## src/design/esc_pkg.sv

```systemverilog
// types, constants and per-character check logic for the expression syntax checker
package esc_pkg;

    localparam int MAX_TEXT = 256;
    localparam int LEVEL_W  = $clog2(MAX_TEXT + 1);
    localparam int KEPT_W   = $clog2(MAX_TEXT + 2);

    localparam logic [LEVEL_W-1:0] LEVEL_MAX = LEVEL_W'(MAX_TEXT);
    localparam logic [KEPT_W-1:0]  KEPT_MAX  = KEPT_W'(MAX_TEXT);

    localparam logic [7:0] CH_NONE  = 8'h00;
    localparam logic [7:0] CH_SPACE = " ";
    localparam logic [7:0] CH_LPAR  = "(";
    localparam logic [7:0] CH_RPAR  = ")";
    localparam logic [7:0] CH_PLUS  = "+";
    localparam logic [7:0] CH_MINUS = "-";
    localparam logic [7:0] CH_STAR  = "*";
    localparam logic [7:0] CH_SLASH = "/";
    localparam logic [7:0] CH_CARET = "^";
    localparam logic [7:0] CH_DOT   = ".";
    localparam logic [7:0] CH_X     = "x";
    localparam logic [7:0] CH_E     = "e";

    localparam logic [31:0] NAME_EXP = "exp(";
    localparam logic [31:0] NAME_LOG = "log(";
    localparam logic [31:0] NAME_SIN = "sin(";
    localparam logic [31:0] NAME_COS = "cos(";
    localparam logic [31:0] NAME_TAN = "tan(";
    localparam logic [31:0] NAME_COT = "cot(";
    localparam logic [31:0] NAME_ABS = "abs(";
    localparam logic [23:0] NAME_LN  = "ln(";

    typedef struct packed {
        logic [3:0][7:0]     win;
        logic [2:0]          fill;
        logic [1:0]          skip;
        logic [7:0]          prev;
        logic [LEVEL_W-1:0]  level;
        logic                sign;
        logic                err;
    } t_chk;

    function automatic logic is_digit(logic [7:0] c);
        return (c >= "0") && (c <= "9");
    endfunction

    function automatic logic is_alpha(logic [7:0] c);
        return ((c >= "a") && (c <= "z")) || ((c >= "A") && (c <= "Z"));
    endfunction

    function automatic logic is_alnum(logic [7:0] c);
        return is_digit(c) || is_alpha(c);
    endfunction

    function automatic logic is_space(logic [7:0] c);
        return (c == CH_SPACE) || ((c >= 8'd9) && (c <= 8'd13));
    endfunction

    function automatic logic is_op(logic [7:0] c);
        return (c == CH_CARET) || (c == CH_STAR) || (c == CH_SLASH) ||
               (c == CH_PLUS) || (c == CH_MINUS);
    endfunction

    // checks the head of the window and shifts it out
    function automatic t_chk chk_head(t_chk s);
        t_chk        r;
        logic [7:0]  cur;
        logic [7:0]  nxt;
        logic        first;
        logic        after_open;
        logic [31:0] word4;
        logic        hit4;
        logic        hit3;
        r          = s;
        cur        = s.win[0];
        nxt        = (s.fill > 3'd1) ? s.win[1] : CH_NONE;
        first      = (s.prev == CH_NONE);
        after_open = (s.prev == CH_LPAR);
        word4      = {s.win[0], s.win[1], s.win[2], s.win[3]};
        hit4       = (s.fill == 3'd4) &&
                     ((word4 == NAME_EXP) || (word4 == NAME_LOG) || (word4 == NAME_SIN) ||
                      (word4 == NAME_COS) || (word4 == NAME_TAN) || (word4 == NAME_COT) ||
                      (word4 == NAME_ABS));
        hit3       = (s.fill >= 3'd3) && (word4[31:8] == NAME_LN);
        if (s.skip != 2'd0) begin
            r.skip = s.skip - 2'd1;
            if ((r.skip == 2'd0) && (nxt == CH_RPAR)) begin
                r.err = 1'b1;
            end
        end else if (is_alpha(cur)) begin
            r.sign = 1'b0;
            if (hit4) begin
                r.skip = 2'd3;
            end else if ((cur == CH_X) || (cur == CH_E)) begin
                if (is_digit(nxt) || (nxt == CH_DOT)) begin
                    r.err = 1'b1;
                end
            end else if (hit3) begin
                r.skip = 2'd2;
            end else begin
                r.err = 1'b1;
            end
            if ((hit4 || (hit3 && (cur != CH_X) && (cur != CH_E))) && (s.level < LEVEL_MAX)) begin
                r.level = s.level + 1'b1;
            end
        end else if (is_digit(cur)) begin
            if ((nxt != CH_NONE) && !is_alnum(nxt) && !is_op(nxt) && (nxt != CH_DOT) &&
                (nxt != CH_LPAR) && (nxt != CH_RPAR)) begin
                r.err = 1'b1;
            end
            r.sign = 1'b0;
        end else if (cur == CH_LPAR) begin
            if (!is_alnum(nxt) && (nxt != CH_LPAR) && (nxt != CH_MINUS)) begin
                r.err = 1'b1;
            end
            if (s.level < LEVEL_MAX) begin
                r.level = s.level + 1'b1;
            end
            r.sign = 1'b0;
        end else if (cur == CH_RPAR) begin
            if ((s.level == '0) || is_digit(nxt)) begin
                r.err = 1'b1;
            end
            if (s.level != '0) begin
                r.level = s.level - 1'b1;
            end
        end else if ((cur == CH_PLUS) || (cur == CH_MINUS) || (cur == CH_STAR) ||
                     (cur == CH_SLASH)) begin
            if ((cur != CH_MINUS) && (first || after_open)) begin
                r.err = 1'b1;
            end
            if (s.sign || (nxt == CH_NONE) || (nxt == CH_RPAR)) begin
                r.err = 1'b1;
            end else begin
                r.sign = 1'b1;
            end
        end else if (cur == CH_DOT) begin
            if (!is_digit(nxt)) begin
                r.err = 1'b1;
            end
            r.sign = 1'b0;
        end else if (cur == CH_CARET) begin
            if (first || after_open || s.sign) begin
                r.err = 1'b1;
            end
            if (!is_alnum(nxt) && (nxt != CH_DOT) && (nxt != CH_LPAR)) begin
                r.err = 1'b1;
            end
            r.sign = 1'b0;
        end else begin
            r.err = 1'b1;
        end
        r.prev = cur;
        r.win  = {CH_NONE, s.win[3:1]};
        if (s.fill != 3'd0) begin
            r.fill = s.fill - 3'd1;
        end
        return r;
    endfunction

endpackage

```

## src/design/expression_syntax_checker_top.sv

```systemverilog
// expression syntax checker: streaming character checks with a result register
//
//   channel | signals                              | direction
//   --------+--------------------------------------+----------
//   input   | i_valid i_char_code i_last / o_stall | in
//   result  | o_valid o_valid_res / i_stall        | out
//
// one character request per cycle while o_stall is low, result in the cycle after the last character
// the end-of-text flush runs up to four window checks in the same cycle
// state returns to reset after every last character
// input stalls only while a result is held and the result side stalls
// synchronous active-low reset clears the window, counters and result valid
module expression_syntax_checker_top
    import esc_pkg::*;
(
    input  logic       i_clk,
    input  logic       i_rst_n,
    input  logic       i_valid,
    input  logic [7:0] i_char_code,
    input  logic       i_last,
    output logic       o_stall,
    output logic       o_valid,
    output logic       o_valid_res,
    input  logic       i_stall
);

    t_chk              r_st, n_st;
    logic [KEPT_W-1:0] r_kept, n_kept;
    logic              r_sp, n_sp;
    logic              r_al, n_al;
    logic              r_out_valid;
    logic              r_out_res, n_out_res;

    t_chk              s_flush;
    logic              acc;
    logic              c_sp;
    logic              c_al;

    assign o_stall = r_out_valid && i_stall;
    assign acc     = i_valid && !o_stall;
    assign c_sp    = is_space(i_char_code);
    assign c_al    = is_alnum(i_char_code);

    always_comb begin
        n_st   = r_st;
        n_kept = r_kept;
        n_sp   = c_sp;
        n_al   = r_al;
        if (c_al || is_op(i_char_code)) begin
            if (r_sp && r_al && c_al) begin
                n_st.err = 1'b1;
            end
            n_al = c_al;
        end else if (!c_sp) begin
            n_al = 1'b0;
        end
        if (i_char_code == CH_NONE) begin
            n_st.err = 1'b1;
        end else if (!c_sp) begin
            if (n_st.fill == 3'd4) begin
                n_st = chk_head(n_st);
            end
            n_st.win[n_st.fill[1:0]] = i_char_code;
            n_st.fill = n_st.fill + 3'd1;
            if (n_kept <= KEPT_MAX) begin
                n_kept = n_kept + 1'b1;
            end
        end
    end

    // end-of-text flush of the remaining window and choice of the result
    always_comb begin
        s_flush = n_st;
        for (int i = 0; i < 4; i++) begin
            if (s_flush.fill != 3'd0) begin
                s_flush = chk_head(s_flush);
            end
        end
        if ((n_kept == '0) || (n_kept > KEPT_MAX)) begin
            n_out_res = 1'b0;
        end else if (n_kept == KEPT_W'(1)) begin
            n_out_res = !n_st.err && (is_digit(n_st.win[0]) || (n_st.win[0] == CH_X) ||
                                      (n_st.win[0] == CH_E));
        end else begin
            n_out_res = !s_flush.err && (s_flush.level == '0);
        end
    end

    always_ff @(posedge i_clk) begin
        if (!i_rst_n) begin
            r_st        <= '0;
            r_kept      <= '0;
            r_sp        <= 1'b0;
            r_al        <= 1'b0;
            r_out_valid <= 1'b0;
        end else begin
            if (acc) begin
                if (i_last) begin
                    r_st   <= '0;
                    r_kept <= '0;
                    r_sp   <= 1'b0;
                    r_al   <= 1'b0;
                end else begin
                    r_st   <= n_st;
                    r_kept <= n_kept;
                    r_sp   <= n_sp;
                    r_al   <= n_al;
                end
            end
            if (acc && i_last) begin
                r_out_valid <= 1'b1;
            end else if (!i_stall) begin
                r_out_valid <= 1'b0;
            end
        end
    end

    always_ff @(posedge i_clk) begin
        if (acc && i_last) begin
            r_out_res <= n_out_res;
        end
    end

    assign o_valid     = r_out_valid;
    assign o_valid_res = r_out_res;

`ifndef SYNTHESIS
    a_clear_after_last: assert property (@(posedge i_clk) disable iff (!i_rst_n)
        (acc && i_last) |=> ((r_st.fill == 3'd0) && (r_kept == '0) && !r_st.err))
        else $error("state not cleared after last character");

    a_result_from_last: assert property (@(posedge i_clk) disable iff (!i_rst_n)
        $rose(r_out_valid) |-> $past(acc && i_last))
        else $error("result without a last character");

    a_fill_tracks_kept: assert property (@(posedge i_clk) disable iff (!i_rst_n)
        (r_kept < KEPT_W'(4)) |-> (r_st.fill == r_kept[2:0]))
        else $error("window fill out of step with kept count");

    a_skip_in_bracket: assert property (@(posedge i_clk) disable iff (!i_rst_n)
        (r_st.skip != 2'd0) |-> (r_st.level != '0))
        else $error("name skip outside an open bracket");
`endif

endmodule
```

## config.mk

```make
export PLATFORM = sky130hd
export DESIGN_NAME = expression_syntax_checker_top
export DESIGN_NICKNAME = d
export VERILOG_FILES = /design/src/design/esc_pkg.sv /design/src/design/expression_syntax_checker_top.sv
export SDC_FILE = /design/constraint.sdc
export NUM_CORES = 1
export LEC_CHECK = 0
export BUFFER_PORTS_ARGS = -buffer_cell sky130_fd_sc_hd__buf_2
export CAP_MARGIN = 20
export CORE_MARGIN = 2
export CORE_UTILIZATION = 51
export CTS_BUF_LIST = sky130_fd_sc_hd__clkbuf_8
export CTS_CLUSTER_SIZE = 14
export DETAILED_ROUTE_END_ITERATION = 8
export GPL_TIMING_DRIVEN = 1
export PLACE_DENSITY = 0.67
export SYNTH_ARGS = -nofsm -noshare
export SYNTH_HDL_FRONTEND = slang
export SYNTH_SLANG_ARGS = --single-unit
```

## constraint.sdc

```tcl
create_clock -name i_clk -period 15.52 [get_ports i_clk]
set_input_delay 3.104 -clock i_clk [delete_from_list [all_inputs] [get_ports i_clk]]
set_output_delay 3.104 -clock i_clk [all_outputs]
set_load 0.005 [all_outputs]
```

**Word level (Yosys, flattened, before mapping)**

Index checks and enable logic that the tools add are counted.

- Register bits after elaboration: 69
- Latch bits: 0
- Memory bits (writable): 0
- Bits in read-only memories: 0
- Input port bits: 13
- Output and inout bits: 3
- Word-level logic and storage cells: 815
- Memories kept: 0

- $add $sub $neg: 21
- Multiply operators: 0
- Div/mod/pow operators: 0
- Order comparisons: 87
- Equality and inequality tests: 179
- Shift operators: 0
- Multiplexer cells: 203
- Bitwise gates (word level): 0
- Reduce and logical (&&, ||, !) cells: 310

Operators by type and width:

| cell | count |
|---|---|
| $eq A32 B31 Y1 const B | 35 |
| $eq A8 B6 Y1 const B | 75 |
| $mux W56 | 8 |
| $mux W9 | 29 |
| $ne A8 B6 Y1 const B | 25 |
| $ge A8 B7 Y1 const B | 22 |
| $le A8 B7 Y1 const B | 22 |
| $eq A8 B7 Y1 const B | 21 |
| $logic_or A1 B1 Y1 | 131 |
| $logic_and A1 B1 Y1 | 122 |
| $mux W11 | 11 |
| $eq A24 B23 Y1 const B | 5 |
| $mux W1 | 105 |
| $ge A8 B6 Y1 const B | 11 |
| $le A8 B6 Y1 const B | 11 |
| $logic_not A8 Y1 | 11 |
| $ne A8 B7 Y1 const B | 10 |
| $mux W2 | 35 |
| $logic_not A9 Y1 | 7 |
| $mux W55 | 1 |
| $add A9 B1 Y9 const B | 6 |
| $mux W10 | 5 |
| $mux W8 | 6 |
| $lt A9 B9 Y1 const B | 5 |
| other kinds (26) | 81 |

**Depth between registers and ports, before layout**

Gate-level depths: netlist (run 1).

- Word-level depth: 107
- Gate-level depth with buffers: 47
- Depth with buffers taken out: 41

**Worst setup path after synthesis (run 1)**

No wires, ideal clock.

- Path kind: input port to flip-flop
- From: in i_char_code[0]
- To: reg r_out_res, in the netlist o_valid_res (data pin)
- Setup time: 0.132 ns
- Arrival: 11.736 ns
- Required time: 15.388 ns
- Path slack: 3.652 ns
- Cell stages on the path: 39
- Buffers on the path: 9
- Cells stage by stage: buf_2 or4_4 o311a_1 buf_6 nor2_8 buf_2 buf_1 nor2_1 xnor2_1 ha_1 o21ai_1 clkbuf_1 buf_2 clkbuf_1 buf_1 xnor2_1 inv_1 ha_1 [... 3 more ...] o21ai_1 clkbuf_1 nor2_1 a311oi_1 and3_1 ha_1 nand2_1 nor3b_4 nand2_2 a311o_1 a311oi_4 inv_1 ha_1 or3_1 a2111o_1 o211a_1 a211oi_2 o311a_1

- Word-level cells in the longest chain between the ends: 69
- Elaborated cells on any way between the ends: 647
- Classes of those cells: 15 x add/sub; 69 x order compare; 143 x eq/ne; 173 x mux; 247 x reduce/logical

Ends and longest elaborated chain:

| item | RTL line | source |
|---|---|---|
| start: declaration | expression_syntax_checker_top.sv:19 | `input logic [7:0] i_char_code,` |
| $ge A8 B7 Y1, or another cell as far along | esc_pkg.sv:48 | `return ((c >= "a") && (c <= "z")) \|\| ((c >= "A") && (c <= "Z"));` |
| $logic_and A1 B1 Y1 / $logic_or A1 B1 Y1 (equally long branches) | esc_pkg.sv:48, esc_pkg.sv:60 |  |
| $logic_or A1 B1 Y1, on equally long branches | esc_pkg.sv:48, esc_pkg.sv:60 |  |
| $logic_or A1 B1 Y1, on equally long branches | esc_pkg.sv:52, esc_pkg.sv:60 |  |
| $logic_and A1 B1 Y1 / $logic_or A1 B1 Y1 (equally long branches) | expression_syntax_checker_top.sv:50, esc_pkg.sv:61 |  |
| $mux W1 / $logic_or A1 B1 Y1 (equally long branches) | expression_syntax_checker_top.sv:50, expression_syntax_checker_top.sv:49 |  |
| $mux W1 | expression_syntax_checker_top.sv:49 | `if (c_al \|\| is_op(i_char_code)) begin` |
| $mux W1 | esc_pkg.sv:143 | `if (first \|\| after_open \|\| s.sign) begin` |
| [... 53 more ...] | -- |  |
| $mux W11 | esc_pkg.sv:112 | `end else if (cur == CH_LPAR) begin` |
| $mux W2 | esc_pkg.sv:106 | `end else if (is_digit(cur)) begin` |
| $mux W11 | esc_pkg.sv:90 | `end else if (is_alpha(cur)) begin` |
| $mux W1 | esc_pkg.sv:85 | `if (s.skip != 2'd0) begin` |
| $mux W11 | expression_syntax_checker_top.sv:75 | `if (s_flush.fill != 3'd0) begin` |
| $logic_not A1 Y1 | expression_syntax_checker_top.sv:85 | `n_out_res = !s_flush.err && (s_flush.level == '0);` |
| $logic_and A1 B1 Y1 | expression_syntax_checker_top.sv:85 |  |
| $mux W1 | expression_syntax_checker_top.sv:81 | `end else if (n_kept == KEPT_W'(1)) begin` |
| end signal: assignment | expression_syntax_checker_top.sv:120 | `r_out_res <= n_out_res;` |
| end: declaration | expression_syntax_checker_top.sv:32 | `logic r_out_res, n_out_res;` |

Several ways; a longest one is shown, not always the timed one. The select of a mux whose other input is x is not followed.
A chain may end at the register's enable or synchronous reset.

**Worst setup path after layout (run 1)**

- From: in i_char_code[7]
- To: reg r_out_res, in the netlist o_valid_res (data pin)

Same word-level chain as after synthesis.

==> metrics.txt, run 1 <==
drt initial violations 3311; largest cells by area after synthesis dfxtp_1 10%, nand2_1 4.8%, nor2_1 4.4%; CTS sink cnt 69; port buffer count 15; Final Instance Area 13800 µm²; Ys Warns 0; Finished Layout Cells 2245; routability congestion estimate 1.04; nature of the critical path endpoint flip-flop; Final setup viols 0; Area Overhead vs Synth 2.03%; # rows 59; routed wire length approximately 57000 µm; EDFF count, synth 1; f_max 0.0779 GHz; Core Region 26100 µm²; clk_lat worst skew ~400 ps; crit path launch type input port; CTS max path bufs 2; post-synth top area cell dfxtp_1; Fin. Hold Viols 0; initial antenna violation count 0; pwr dens ~57 nW/µm²; first-pass GRT wire length slightly below 90000 µm; largest net degree at the start of global routing between 60 and 70; GRT overflow 0; Yosys reg bits 69; Synth Cell Area 13600 µm²; Final #Nets 1949; fin crit share 0.828; Clk pin slew, worst setup/hold paths 90 ps; CP Class in2reg; Least-Margin Pin Slew 1030 ps; layout cell share with drive strength beyond 1 0.0870; Hold Path Class reg2reg; top_reg_cell synth dfxtp_1; slowest CP cell or3_1; Placed Area 13600 µm²; Mapped Cells 1997; drt pass-1 iters 6; syn nets between 2000 and 2500; CTS Buf Count 9; Most common cell on crit path inv_1; unrepaired setup endpoints after global routing false; Die Y ~170 µm; total track usage 0.389; FFs w/ async S/R, synth 0; DRC errors left 0; total power 795 µW; post-CTS setup buffers 0; Ports 16; HPWL after detailed placement roughly 43000 µm; crit-path max FO 31; Rel. slew slack 0.306; ANT nets after route 0; status finished clean; final core occ 0.531; Routed wire per std cell around 25 µm; Post-Place Cells 2227; Fillers 2679; H-tree lvl count 3; clk_skew 30.3 ps; die width 167 µm; leakage 0.00469 µW; CP Data Arrival Time 13110 ps; via count of the first global-routing pass 14900; Synth cell types about 130; peak supply drop 0.0399 mV; CTS resizes 0; clock root cell clkbuf_8; # hold bufs at CTS 0; Slew Viols, Final 0; CTS tree yes; Worst EP required about 16000 ps; full die area 27900 µm²; Critical Path Max Stage Delay roughly 810 ps; sequential element share of the synthesized area 0.103; family with the most delay on the worst path simple AND/OR/NAND/NOR gates; number of vias per cell 7.53; Crit path buffers/inverters 7; number of max-cap violations 0; vias 16900; Initial Util 0.520; clock period minus worst slack 12840 ps; Synth top area share 0.100; mean area per synthesized cell 6.79 µm²; Setup TNS Final 0 ps
==> placed cells by master (no fill, tap or decap), types with 12 or more instances in the layout <==
cell and count:
mux2_2 12, o21a_1 13, and2_1 40, o31ai_1 18, or3_1 31, a21o_1 17
o21ai_0 92, o2111ai_1 13, nor2b_1 60, nor3_1 101, xnor2_1 15, a21boi_0 12
ha_1 32, o22ai_1 30, or4_1 12, o21ai_1 22, nand4b_1 23, dfxtp_1 68
nand3_1 87, a31oi_1 38, o31a_1 13, inv_1 64, nor4_1 41, or2_2 12
nand3b_1 12, mux2i_1 26, nand2_1 172, a21oi_1 102, and3_1 33, buf_2 15
a22oi_1 49, a211oi_1 27, nand4_1 55, a211o_1 12, nor2_1 158, buf_4 31
o211ai_1 29, nand2b_1 28
==> cells in the mapped netlist, types with 30 or more instances <==
cell	number
a21oi_1	103
nor2_1	159
a22oi_1	49
nor3_1	102
o22ai_1	30
dfxtp_1	68
nor2b_1	60
nor4_1	41
nand3_1	87
ha_1	32
and3_1	33
a31oi_1	38
inv_1	64
o21ai_0	92
nand4_1	55
clkbuf_1	107
and2_1	40
or3_1	32
nand2_1	172
==> per-layer routing <==
layer / wire length [µm] / track usage / vias to the layer above
met5: 0 / 0 / -
met2: 23100 / 0.568 / 1168
met4: 2560 / 0.141 / 0
li1: - / - / 7588
met3: 6630 / 0.0863 / 219
met1: 24400 / 0.556 / 7924
==> through the flow <==
step | hold slack [ps] | setup slack, ps
finish | 489 | 2680
global route | 524 | 1980
CTS | 490 | 2900
detailed placement | 476 | 2550
global placement | 463 | 2770
floorplan | 444 | 3650
==> sequential cells by signal (all words and copies together), names as in the netlist <==
register     flops
r_st            56
o_valid          1
r_al             1
r_sp             1
o_valid_res      1
r_kept           9
==> power by group <==
group          internal, µW  switching [µW]
Sequential              180            7.77
Combinational           141             315
Clock                  60.1            90.9
==> area by class of cell <==
type,count,area (µm²),area share
repair buffers,46,308,0.0223
inverters,70,263,0.0190
well taps,335,419,0.0303
flip-flops and latches,69,1390,0.101
diodes,1,2.50,0.000181
multi-input cells,1708,11300,0.815
clock inverters,7,53.8,0.00389
clock buffers,9,124,0.00896
==> cells by family after synthesis <==
kind of cell | Yosys count | share of synthesized area
AO/OA/AOI/OAI | 663 | 0.359
XOR/XNOR | 20 | 0.0129
adder cells (fa/ha/maj) | 32 | 0.0295
buffers and inverters | 220 | 0.0678
flip-flops | 69 | 0.103
multiplexers | 42 | 0.0344
AND/OR/NAND/NOR | 951 | 0.393
==> tightest hold or removal path: stages (launching register included) <==
cell and delay (ps):
dfxtp_1 320, nand2_1 50, a21boi_0 70
==> worst paths after layout <==
kind	from	endpoint	slack (ps)	depth (start not counted)
setup / recovery	i_char_code[7]	o_valid_res	2680	34
hold reg to reg	r_sp	r_sp	490	2
hold / removal	r_sp	r_sp	490	2
setup reg to reg	r_st[21]	o_valid_res	3560	38
Power figures use the tool's default switching activity.
==> run 2: changes to the inputs <==
--- a/config.mk
+++ b/config.mk
@@ -13,7 +13,7 @@
 export CTS_CLUSTER_SIZE = 14
 export DETAILED_ROUTE_END_ITERATION = 8
 export GPL_TIMING_DRIVEN = 1
-export PLACE_DENSITY = 0.67
+export PLACE_DENSITY = 0.69
 export SYNTH_ARGS = -nofsm -noshare
 export SYNTH_HDL_FRONTEND = slang
 export SYNTH_SLANG_ARGS = --single-unit
==> constraint.sdc (replaced) <==
create_clock -name i_clk -period 11.4 [get_ports i_clk]
set_input_delay 2.28 -clock i_clk [delete_from_list [all_inputs] [get_ports i_clk]]
set_output_delay 2.28 -clock i_clk [all_outputs]
set_load 0.005 [all_outputs]
==> metrics.txt, run 2 (same netlist as run 1, synthesis figures left out) <==
Hold Path Class reg2reg; Most common cell on crit path inv_1; Worst EP required 11670 ps (-4120 ps); max FFs per register 56 (unchanged); Crit path buffers/inverters 7 (unchanged); Initial Util 0.520 (unchanged); Final #Nets 1984 (+1.8%); full die area 27900 µm² (unchanged); crit path launch type flip-flop; CTS max path bufs 2 (unchanged); Final setup viols 0 (unchanged); H-tree lvl count 3 (unchanged); port buffer count 15 (unchanged); routed wire length 55000 µm (-2.9%); clock period minus worst slack 10810 ps; Reg area 1390 µm² (unchanged); # hold bufs at CTS 0 (unchanged); peak supply drop 0.0588 mV (+48%); CTS Buf Count 9 (unchanged); clk_skew 19.7 ps (-10.6 ps); first-pass GRT wire length 86800 µm (-1.1%); Placed Area 13900 µm² (+2.0%); Reg with most FFs r_st; CP Data Arrival Time 11080 ps (-2030 ps); # rows 59 (unchanged); via count of the first global-routing pass 15200 (+1.9%); Largest regs r_st (56), r_kept (9); Critical Path Max Stage Delay 1000 ps (+190 ps); CTS tree yes; ANT nets after route 0 (unchanged); fin crit share 0.948; Core Region 26100 µm² (unchanged); Setup TNS Final 0 ps (unchanged); Fin. Hold Viols 0 (unchanged); initial antenna violation count 0 (unchanged); Final Instance Area 14100 µm² (+2.2%); most frequent cells in the layout 172 x nand2_1, 158 x nor2_1, 102 x a21oi_1; pwr dens 77.8 nW/µm² (+35%); number of vias per cell 7.53 (about the same); multi-input combinational cell area 11300 µm² (about the same); clk_lat worst skew 400 ps (about the same); f_max between 0.09 and 0.1 GHz; DRC errors left 0 (unchanged); family with the most delay on the worst path compound AO/OA/AOI/OAI gates; Area Overhead vs Synth 4.32%; CTS sink cnt 69 (unchanged); GRT overflow 0 (unchanged); largest net degree at the start of global routing 69 (unchanged); Least-Margin Pin Slew 1070 ps (+38.6 ps); vias 17200 (+1.6%); Routed wire per std cell 24.1 µm (-4.3%); Die Y 167 µm (unchanged); nature of the critical path endpoint flip-flop; most common cell after layout, fill and taps aside nand2_1; CP Class reg2reg; Finished Layout Cells 2279 (+1.5%); unrepaired setup endpoints after global routing false; drt pass-1 iters 7 (+1); Ports 16 (unchanged); Clk pin slew, worst setup/hold paths 110 ps (+20 ps); routability congestion estimate 1.03 (-1.0%); Fillers 2581 (-3.7%); Place WS 320 ps (-2230 ps); die width 167 µm (unchanged); Post-Place Cells 2260 (+1.5%); crit-path max FO 26 (-16%); Slew Viols, Final 0 (unchanged); leakage 0.00487 µW (+3.8%); drt initial violations 3009 (-9.1%); clock root cell clkbuf_8; crit path setup slack, layout 594 ps (-2080 ps); Inserted Diodes 0 (-1); number of max-cap violations 0 (unchanged); HPWL after detailed placement 41100 µm (-3.5%); WHS 493 ps (+4.52 ps); status finished clean; Rel. slew slack 0.280 (-0.0260); total track usage 0.379 (-0.0101); slowest CP cell o311ai_0; layout cell share with drive strength beyond 1 0.104 (+0.0170)
run 2: changes by cell type in the layout (fill, tap and decap cells not counted), moves of 2 or more:
cell,delta
buf_12,+2
buf_4,+30
clkbuf_2,+2
clkinv_2,-2
inv_8,+4
run 2: power breakdown:
part	internal (µW)	total, µW	leakage (µW)	switching [µW]
Clock	87.5	222	0.000103	134
Sequential	245	255	0.000558	10.2
Combinational	205	624	0.00421	419
run 2: through the flow:
stage	power (µW)	utilization
4_1_cts	1080	0.542
5_1_grt	1160	0.543
3_5_place_dp	856	0.534
2_1_floorplan	701	-
3_3_place_gp	852	0.534
6_report	1100	0.543
run 2: final timing paths:
check	slack [ps]	depth (start not counted)	start	endpoint
max	590	40	r_st[21]	o_valid_res
min	490	2	r_sp	r_sp
max reg2reg	590	40	r_st[21]	o_valid_res
min reg2reg	490	2	r_sp	r_sp
run 2: routing by layer:
metal  vias up  track usage  share of wire
li1       7659            -              -
met5         -            0              0
met2      1290        0.562           0.42
met4         0        0.147          0.047
met1      7996        0.531           0.41
met3       221       0.0832           0.12
run 2: cell type report:
type	instances	area share
repair buffers	81	0.0421
multi-input cells	1708	0.797
clock buffers	9	0.00876
flip-flops and latches	69	0.0984
clock inverters	7	0.00504
inverters	70	0.0186
well taps	335	0.0296
run 2: timing repair:
item | in CTS | in global routing
gates resized for setup | 0 | 2
buffers inserted | 0 | 0
endpoints found under the setup margin | 0 | 1
run 2: worst reg2reg max path: cells and delay by family, from the launching register on:
family,cells,cell delay (ps)
compound gates,14,4620
simple gates,14,2370
fa+ha+maj,5,1980
buf+inv,7,1200
flops,1,500
